==> src/sv/easing_curve_shaper_unit_assert.svh <==
// Assertion macros shared by the easing curve shaper RTL.
`ifndef EASING_CURVE_SHAPER_UNIT_ASSERT_SVH
`define EASING_CURVE_SHAPER_UNIT_ASSERT_SVH
// Same-cycle implication, disabled while reset is high.
`define ECS_ASSERT_IMPL(label, clk, rst, ante, cons) \
  label: assert property (@(posedge clk) disable iff (rst) (ante) |-> (cons)) \
    else $error("easing curve shaper assertion failed");
// Next-cycle implication, disabled while reset is high.
`define ECS_ASSERT_NEXT(label, clk, rst, ante, cons) \
  label: assert property (@(posedge clk) disable iff (rst) (ante) |=> (cons)) \
    else $error("easing curve shaper assertion failed");
`endif

==> src/sv/ecs_pkg.sv <==
// Shared constants, types and table contents of the easing curve shaper.
package ecs_pkg;

  localparam int FRAC_BITS   = 16;
  localparam int TABLE_DEPTH = 256;
  localparam int PHASE_W     = FRAC_BITS + 1;
  localparam int LEVEL_W     = FRAC_BITS + 2;
  localparam int IDX_W       = $clog2(TABLE_DEPTH + 1);
  localparam int ROM_W       = 31;
  localparam int N_W         = 4;
  localparam int SH_W        = 6;
  localparam int CURVE_W     = 3;

  localparam logic [CURVE_W-1:0] CURVE_SINE      = 3'd0;
  localparam logic [CURVE_W-1:0] CURVE_EXP       = 3'd1;
  localparam logic [CURVE_W-1:0] CURVE_LOG       = 3'd2;
  localparam logic [CURVE_W-1:0] CURVE_STEP_NOW  = 3'd3;
  localparam logic [CURVE_W-1:0] CURVE_STEP_WAIT = 3'd4;
  localparam logic [CURVE_W-1:0] CURVE_IN_BACK   = 3'd5;
  localparam logic [CURVE_W-1:0] CURVE_OUT_BACK  = 3'd6;
  localparam logic [CURVE_W-1:0] CURVE_REBOUND   = 3'd7;

  localparam longint ONE         = longint'(1) << FRAC_BITS;
  localparam longint STEP_THRESH = (ONE * 99999 + 99999) / 100000;

  localparam logic [63:0] Q30     = 64'd1 << 30;
  localparam logic [63:0] PI_Q30  = 64'd3373259426;
  localparam logic [63:0] LN2_Q30 = 64'd744261118;
  localparam logic [63:0] BACK_K  = 64'd1827057613;
  localparam logic [63:0] BACK_KA = BACK_K + Q30;
  localparam int          KA_W    = 32;

  typedef logic [0:TABLE_DEPTH][ROM_W-1:0] rom_t;

  typedef struct packed {
    logic [ROM_W-1:0] iv;  // interpolated Q30 table value
    logic [N_W-1:0]   n;   // extra right shift (integer part of exponent)
  } lut_res_t;

  typedef struct packed {
    logic               back_neg;
    logic [PHASE_W-1:0] back_mag;
    logic [PHASE_W-1:0] bounce;
  } poly_res_t;

  // Raised cosine (1 - cos(pi x)) / 2 in Q30, Taylor series with truncating terms.
  function automatic rom_t build_sine_rom();
    rom_t        rom;
    logic [63:0] j;
    logic [63:0] ang;
    logic [63:0] x2;
    logic [63:0] term;
    longint      c;
    longint      v;
    logic        mirror;
    rom = '0;
    for (int i = 0; i <= TABLE_DEPTH; i++) begin
      mirror = (2 * i > TABLE_DEPTH);
      j = mirror ? 64'(TABLE_DEPTH - i) : 64'(i);
      ang = (PI_Q30 * j + 64'(TABLE_DEPTH / 2)) / 64'(TABLE_DEPTH);
      x2 = (ang * ang + (Q30 >> 1)) >> 30;
      term = Q30;
      c = longint'(Q30);
      for (int k = 1; k <= 12; k++) begin
        term = ((term * x2) >> 30) / 64'((2 * k - 1) * (2 * k));
        if ((k & 1) != 0) c = c - longint'(term);
        else c = c + longint'(term);
      end
      v = mirror ? (longint'(Q30) + c) : (longint'(Q30) - c);
      if (v < 0) v = 0;
      if (v > 2 * longint'(Q30)) v = 2 * longint'(Q30);
      rom[i] = ROM_W'((v + 1) >>> 1);
    end
    return rom;
  endfunction

  // 2^(-i/TABLE_DEPTH) in Q30 by the series of exp(-t ln2).
  function automatic rom_t build_exp_rom();
    rom_t        rom;
    logic [63:0] t;
    logic [63:0] term;
    longint      s;
    rom = '0;
    for (int i = 0; i <= TABLE_DEPTH; i++) begin
      t = (LN2_Q30 * 64'(i) + 64'(TABLE_DEPTH / 2)) / 64'(TABLE_DEPTH);
      term = Q30;
      s = longint'(Q30);
      for (int k = 1; k <= 12; k++) begin
        term = ((term * t) >> 30) / 64'(k);
        if ((k & 1) != 0) s = s - longint'(term);
        else s = s + longint'(term);
      end
      if (s < 0) s = 0;
      rom[i] = ROM_W'(s);
    end
    return rom;
  endfunction

  localparam rom_t SINE_ROM = build_sine_rom();
  localparam rom_t EXP_ROM  = build_exp_rom();

endpackage

==> src/sv/ecs_poly.sv <==
// Four-stage polynomial datapath for the back curves and the bounce curve.
module ecs_poly import ecs_pkg::*; (
  input  logic               clk,
  input  logic [PHASE_W-1:0] x,
  input  logic [CURVE_W-1:0] sel,
  output poly_res_t          res
);

  localparam int A_W    = KA_W + PHASE_W;
  localparam int YY_W   = 2 * PHASE_W;
  localparam int X11_W  = PHASE_W + 4;
  localparam int X22_W  = PHASE_W + 5;
  localparam int DD_W   = 2 * X22_W;
  localparam int M30_W  = A_W - FRAC_BITS;
  localparam int MM_W   = M30_W + PHASE_W;

  localparam logic [A_W-1:0]   B_CONST   = A_W'(BACK_K << FRAC_BITS);
  localparam logic [A_W-1:0]   HALF_A    = A_W'(1) << (FRAC_BITS - 1);
  localparam logic [YY_W-1:0]  HALF_YY   = YY_W'(1) << (FRAC_BITS - 1);
  localparam logic [DD_W-1:0]  HALF_DD   = DD_W'(1) << (FRAC_BITS + 5);
  localparam logic [MM_W-1:0]  HALF_MM   = MM_W'(Q30 >> 1);

  // stage 1: back products and bounce segment
  logic [PHASE_W-1:0] y;
  logic [X11_W-1:0]   x11;
  logic [X22_W-1:0]   x22;
  logic [X22_W-1:0]   mo;
  logic [PHASE_W-1:0] off;
  logic [A_W-1:0]     a1;
  logic [YY_W-1:0]    yy1;
  logic [X22_W-1:0]   d1;
  logic [PHASE_W-1:0] off1;

  assign y   = (sel == CURVE_OUT_BACK) ? (PHASE_W'(ONE) - x) : x;
  assign x11 = X11_W'(x) * X11_W'(11);
  assign x22 = X22_W'(x) * X22_W'(22);

  always_comb begin
    if (x11 < X11_W'(4 * ONE)) begin
      mo  = '0;
      off = '0;
    end else if (x11 < X11_W'(8 * ONE)) begin
      mo  = X22_W'(12 * ONE);
      off = PHASE_W'((3 * ONE) / 4);
    end else if (x11 < X11_W'(10 * ONE)) begin
      mo  = X22_W'(18 * ONE);
      off = PHASE_W'((15 * ONE) / 16);
    end else begin
      mo  = X22_W'(21 * ONE);
      off = PHASE_W'((63 * ONE) / 64);
    end
  end

  always_ff @(posedge clk) begin
    a1   <= A_W'(BACK_KA) * A_W'(y);
    yy1  <= YY_W'(y) * YY_W'(y);
    d1   <= (x22 >= mo) ? (x22 - mo) : (mo - x22);
    off1 <= off;
  end

  // stage 2: magnitude, rounded square, bounce square
  logic               neg;
  logic [A_W-1:0]     mag;
  logic [A_W-1:0]     mag_r;
  logic [YY_W-1:0]    yy_r;
  logic [M30_W-1:0]   mag30_2;
  logic [PHASE_W-1:0] q2;
  logic               neg2;
  logic [DD_W-1:0]    dd2;
  logic [PHASE_W-1:0] off2;

  assign neg   = (a1 < B_CONST);
  assign mag   = neg ? (B_CONST - a1) : (a1 - B_CONST);
  assign mag_r = mag + HALF_A;
  assign yy_r  = yy1 + HALF_YY;

  always_ff @(posedge clk) begin
    mag30_2 <= mag_r[FRAC_BITS +: M30_W];
    q2      <= yy_r[FRAC_BITS +: PHASE_W];
    neg2    <= neg;
    dd2     <= DD_W'(d1) * DD_W'(d1);
    off2    <= off1;
  end

  // stage 3: back product, bounce value
  logic [DD_W-1:0]    dd_r;
  logic [MM_W-1:0]    mm3;
  logic               neg3;
  logic [PHASE_W-1:0] bounce3;

  assign dd_r = dd2 + HALF_DD;

  always_ff @(posedge clk) begin
    mm3     <= MM_W'(mag30_2) * MM_W'(q2);
    neg3    <= neg2;
    bounce3 <= dd_r[FRAC_BITS + 6 +: PHASE_W] + off2;
  end

  // stage 4: round the back product down from Q30
  logic [MM_W-1:0] mm_r;

  assign mm_r = mm3 + HALF_MM;

  always_ff @(posedge clk) begin
    res.back_neg <= neg3;
    res.back_mag <= mm_r[30 +: PHASE_W];
    res.bounce   <= bounce3;
  end

endmodule

==> config.mk <==
export PLATFORM = sky130hd
export DESIGN_NAME = ecs_poly
export DESIGN_NICKNAME = d
export VERILOG_FILES = /design/src/sv/easing_curve_shaper_unit_assert.svh /design/src/sv/ecs_pkg.sv /design/src/sv/ecs_poly.sv
export SDC_FILE = /design/constraint.sdc
export NUM_CORES = 2
export LEC_CHECK = 0
export BUFFER_PORTS_ARGS = -buffer_cell sky130_fd_sc_hd__buf_2
export CAP_MARGIN = 40
export CORE_MARGIN = 3
export CORE_UTILIZATION = 34
export CTS_CLUSTER_SIZE = 40
export DETAILED_ROUTE_END_ITERATION = 8
export SLEW_MARGIN = 40
export SYNTH_ARGS = -nofsm -noshare
export SYNTH_HDL_FRONTEND = slang
export SYNTH_SLANG_ARGS = --single-unit
==> constraint.sdc <==
create_clock -name clk -period 10.4 [get_ports clk]
set_input_delay 1.56 -clock clk [delete_from_list [all_inputs] [get_ports clk]]
set_output_delay 1.56 -clock clk [all_outputs]
set_load 0.05 [all_outputs]
# Yosys cells after proc, flatten, opt, wreduce, memory -nomap -nowiden
# Index checks and enable logic that the tools add are counted.
dict set report classes {
  add_sub_neg 10
  multipliers 6
  n_div 0
  n_lt_le_gt_ge 5
  n_eq_ne 1
  n_shift 0
  mux 7
  bitwise 0
  reduce_logical 1
}
# cell count
set ops {}
lappend ops {{$add A49 B16 Y49 const B} 1}
lappend ops {{$lt A49 B47 Y1 const B} 1}
lappend ops {{$mul A32 B17 Y49 const A} 1}
lappend ops {{$mux W49} 1}
lappend ops {{$sub A47 B49 Y49 const A} 1}
lappend ops {{$sub A49 B47 Y49 const B} 1}
lappend ops {{$add A47 B30 Y47 const B} 1}
lappend ops {{$mul A33 B17 Y47} 1}
lappend ops {{$sub A22 B22 Y22} 2}
lappend ops {{$lt A21 B20 Y1 const B} 2}
lappend ops {{$mul A17 B4 Y21 const B} 2}
lappend ops {{$mux W21} 2}
lappend ops {{$add A39 B22 Y39 const B} 1}
lappend ops {{$mul A22 B22 Y39} 1}
lappend ops {{$add A33 B16 Y33 const B} 1}
lappend ops {{$mul A17 B17 Y33} 1}
lappend ops {{$ge A22 B22 Y1} 1}
lappend ops {{$mux W22} 1}
lappend ops {{$lt A21 B19 Y1 const B} 1}
lappend ops {{$mux W19} 1}
lappend ops {{$add A17 B17 Y17} 1}
lappend ops {{$mux W17} 1}
lappend ops {{$sub A17 B17 Y17 const A} 1}
lappend ops {{$mux W12} 1}
lappend ops {{other kinds (2)} 2}
dict set report totals {
  regBits 328
  latch_bits 0
  ram_bits 0
  rom_bits 0
  input_bits 21
  wordCells 46
  memories 0
}

# Longest topological paths before layout
dict set report depth {
  depth_word 7
  mapped_depth 34
  mapped_depth_nobuf 33
}

# Worst setup path before layout
# Ideal clock, no wire load.
dict set report synth_path {
  kind {input to register}
  startpoint {input x[0]}
  endpoint {register yy1[32]}
  arrival_time_ns 9.528
  slack_ns 0.746
  cell_stages 29
  path_buffers 1
  cell_sequence {clkbuf_1 clkinv_1 ha_1 nand2_1 nor4_1 a31oi_1 xnor2_1 clkinv_1 nor2_1 fa_1 fa_1 inv_1 fa_1 inv_1 fa_1 fa_1 inv_1 fa_1 inv_1 ha_1 a21o_1 a21o_1 or3_1 o211a_1 a21oi_1 o21ai_0 o211a_1 a311oi_1 xnor2_1}
}
dict set report synth_between {
  elab_chain_cells 3
}
# element line_no
set synth_lines {}
lappend synth_lines {{start: declaration} ecs_poly.sv:4} ;# input logic [PHASE_W-1:0] x,
lappend synth_lines {{$sub A17 B17 Y17} ecs_poly.sv:34} ;# assign y = (sel == CURVE_OUT_BACK) ? (PHASE_W'(ONE) - x) : x;
lappend synth_lines {{$mux W17 (*)} ecs_poly.sv:34}
lappend synth_lines {{$mul A17 B17 Y33 (*)} ecs_poly.sv:56} ;# yy1 <= YY_W'(y) * YY_W'(y);
lappend synth_lines {{end signal: assignment} ecs_poly.sv:56}
lappend synth_lines {{end: declaration} ecs_poly.sv:30} ;# logic [YY_W-1:0] yy1;
# Mark *: on every way between the ends. The rest lies on a longest branch, timed or not.
# A chain may end at the register's enable or synchronous reset.

# Final worst setup path
dict set report layout_path {
  startpoint {input x[1]}
  endpoint {register yy1[31]}
}
# Same word-level chain as after synthesis.

==> results.toml <==
[floorplanning]
total_die_area_mm2 = 0.165
die-height_um = 406
start_util_pct = 34.3
floorplan.rows = 146
ioPinCount = 56
floorplan_core_area_mm2 = 0.159
floorplan_die_width_um = 406

[yosys]
post-synth-top-area-cell = "fa_1"
synth_common_cells = "1526 x inv_1, 1183 x fa_1, 639 x nand2_1"
muxShareOfSynthArea_pct = 0.412
syn_inst = 5838
synthesis.area_mm2 = 0.0544
synth_simple_gate_area_share_pct = 12.5
synth_ff_type = "dfxtp_1"
synth-xor-area-share_pct = 4.46
synth-warning-count = 0
number_of_synthesized_flops_with_an_enable_pin = 0
post_synthesis_net_count = 7637
synth_most_common_cell = "inv_1"
post_synth_main_area_contributors = "fa_1 44%, ha_1 14%, inv_1 11%"
synthesis.area_per_instance_um2 = 9.31
yosys.cell_types.count = 84
synth_async_sr_flop_share_pct = 0
synth_top_family_by_area = "adder cells"
post-synth-top-area-fraction_pct = 43.6
synth-compound-area-share_pct = 5.06
ff_latch_count_synth = 233
synth.yosys.seq_area_share_pct = 8.58
synth-adder-area-share_pct = 57.3

[setup_path]
timing_worst_setup_path_type = "input port to flop"
timing.reg2reg.setup_slack_ns = 2.24
critical_path_arrival_ns = 9.68
setup_crit_start_kind = "input port"
timing.critical_path.fanout_max = 11
setup.worst_path.start = "x[1]"
worstSetupEndpointType = "flop"
worst-r2r-cell-count = 23
timing.critical_path.slowest_stage_cell = "fa_1"
worst-endpoint-required_ns = 10.88
reg2reg_from = "q2[2]"
timing.rr.end = "mm3[46]"
worst_path_largest_cell_delay_ns = 0.55

[timing]
max_clock_freq_mhz = 109
skew_ns = 0.0351
drv_slew = 0
hold_viol_final = 0
rsz_0062_raised_after_global_routing = "false"
finalWorstPathRequiredPeriod_ns = 9.19
final_cycle_utilization_of_the_critical_path_pct = 88.4
least_margin_pin_slew_ns = 0.890
finalSetupViolations = 0
max_slew_margin_pct = 40.6
postLayoutSetupSlackWorst_ns = 1.21
final.setup.tns_ns = 0

[global_routing]
maximum_number_of_pins_on_one_net_before_global_route_repair = 34
antenna_found_initial = 3
gr-total-overflow = 0
grt_first_pass_wirelength_um = 221000
grt_util_all_layers_pct = 16.8
number_of_global_route_vias_before_repair = 41381

[placed_design]
post-dp-hpwl_um = 111000
routability_congestion = 0.934
placement.io_buffers = 55
placement.setup.worst_slack_ns = 0.580
place.detailed.instances = 7882

[cells_and_area]
area.growth.synth_to_final_pct = 7.27
drive_above_1_share_pct = 4.35
final_net_count = 7640
final_cell_count_no_fill = 7936

[clock_tree]
clock_sink_count = 233
path_clk_slew_ns = 0.06
cts-htree-levels = 1
clk_latency_ns = 0.59
post-cts-setup-buffers = 0
cts_root_buffer = "clkbuf_16"
post_cts_hold_buffer_count = 0
number_of_buffers_created_by_cts = 29
post_cts_repair_resize_count = 0
cts_tree = "built"
ctsLongestPathBuffers = 3

[worst_hold_path]
hold_path_startpoint = "bounce3[13]"
min_path_type = "flop to flop"
timing.hold.worst_endpoint = "res[13]"
hold_path_depth = 0

[routing]
count_of_antenna_violating_nets_left_after_detailed_routing = 0
met2_wirelength_um = 64000
drt_pre_antenna_iters = 5
vias_per_cell = 4.72
wirelength_met1_um = 59800
detailedRoute.firstIterationViolations = 1994
top_layer_used = "met4"
vias = 37477
drc = 0
wl_per_cell_um = 16.8
wire_length_after_detailed_routing_um = 133000
dr_wl_met3_um = 6810

[job]
timing.max_cap.violations = 0

[status]
status = "completed"
## metal layers
| layer | vias up | GRT usage (%) |
|---|---|---|
| li1 | 17385 | - |
| met1 | 19051 | 22.8 |
| met2 | 866 | 28.8 |
| met3 | 175 | 2.01 |
| met4 | 0 | 3.54 |
| met5 | - | 0 |
## sequential cells by signal, indices dropped and copies added, names as in the netlist
register  count
off2          3
neg3          1
yy1          19
d1           20
dd2          18
bounce3      17
a1           48
res          35
q2           17
mag30_2      33
mm3          18
neg2          1
off1          3
## cell usage in the layout, fill, tap and decap left out, drive strengths merged, types with 80 or more instances in the layout
master / n
inv: 1532
fa: 1183
nand2: 639
ha: 595
and2: 286
dfxtp: 233
nor2: 227
xnor2: 196
buf: 133
a21oi: 111
xor2: 80
## how the worst max path moves through the flow
stage                     depth (start not counted)  endpoint  slack [ns]
after global routing                             31    a1[47]        0.57
final                                            31   yy1[31]        1.21
after detailed placement                         31   yy1[31]        0.58
after CTS                                        31   yy1[31]        1.25
after floorplan                                  29   yy1[32]        0.75
after global placement                           31   yy1[31]        0.71
## final cells by class
cell class / count / area (um^2)
Tap cell: 2072 / 2590
Fill cell: 16095 / 100000
Clock inverter: 14 / 221
Inverter: 1535 / 5760
Timing Repair Buffer: 133 / 861
Clock buffer: 38 / 800
Sequential cell: 233 / 4700
Antenna cell: 2 / 5.00
Multi-Input combinational cell: 3909 / 43400
## critical path, delay by kind of cell
kind            cells  cell delay [ns]
fa+ha+maj           8             3.43
compound gates      7             2.13
simple gates        7             1.42
buf+inv             7             0.93
xor+xnor            2             0.18
## per-stage QoR
stage               utilization (%)  area [um^2]  hold slack, ns
floorplan                         -        54400           0.310
global placement               36.1        57300           0.310
detailed placement             36.1        57300           0.314
CTS                            36.8        58300           0.326
global route                   36.8        58300           0.332
finish                         36.8        58300           0.325
## logic make-up (layout without fill, tap and decap cells)
family,Yosys count,in the layout
buf+inv,1696,1720
simple gates,1426,1426
other cells,0,2
mux,22,22
fa+ha+maj,1778,1778
compound gates,407,407
xor+xnor,276,276
flops,233,233
Power is left out: the tool's default activity adds up to more than one toggle a clock period on the data nets, which glitch-free logic cannot reach.
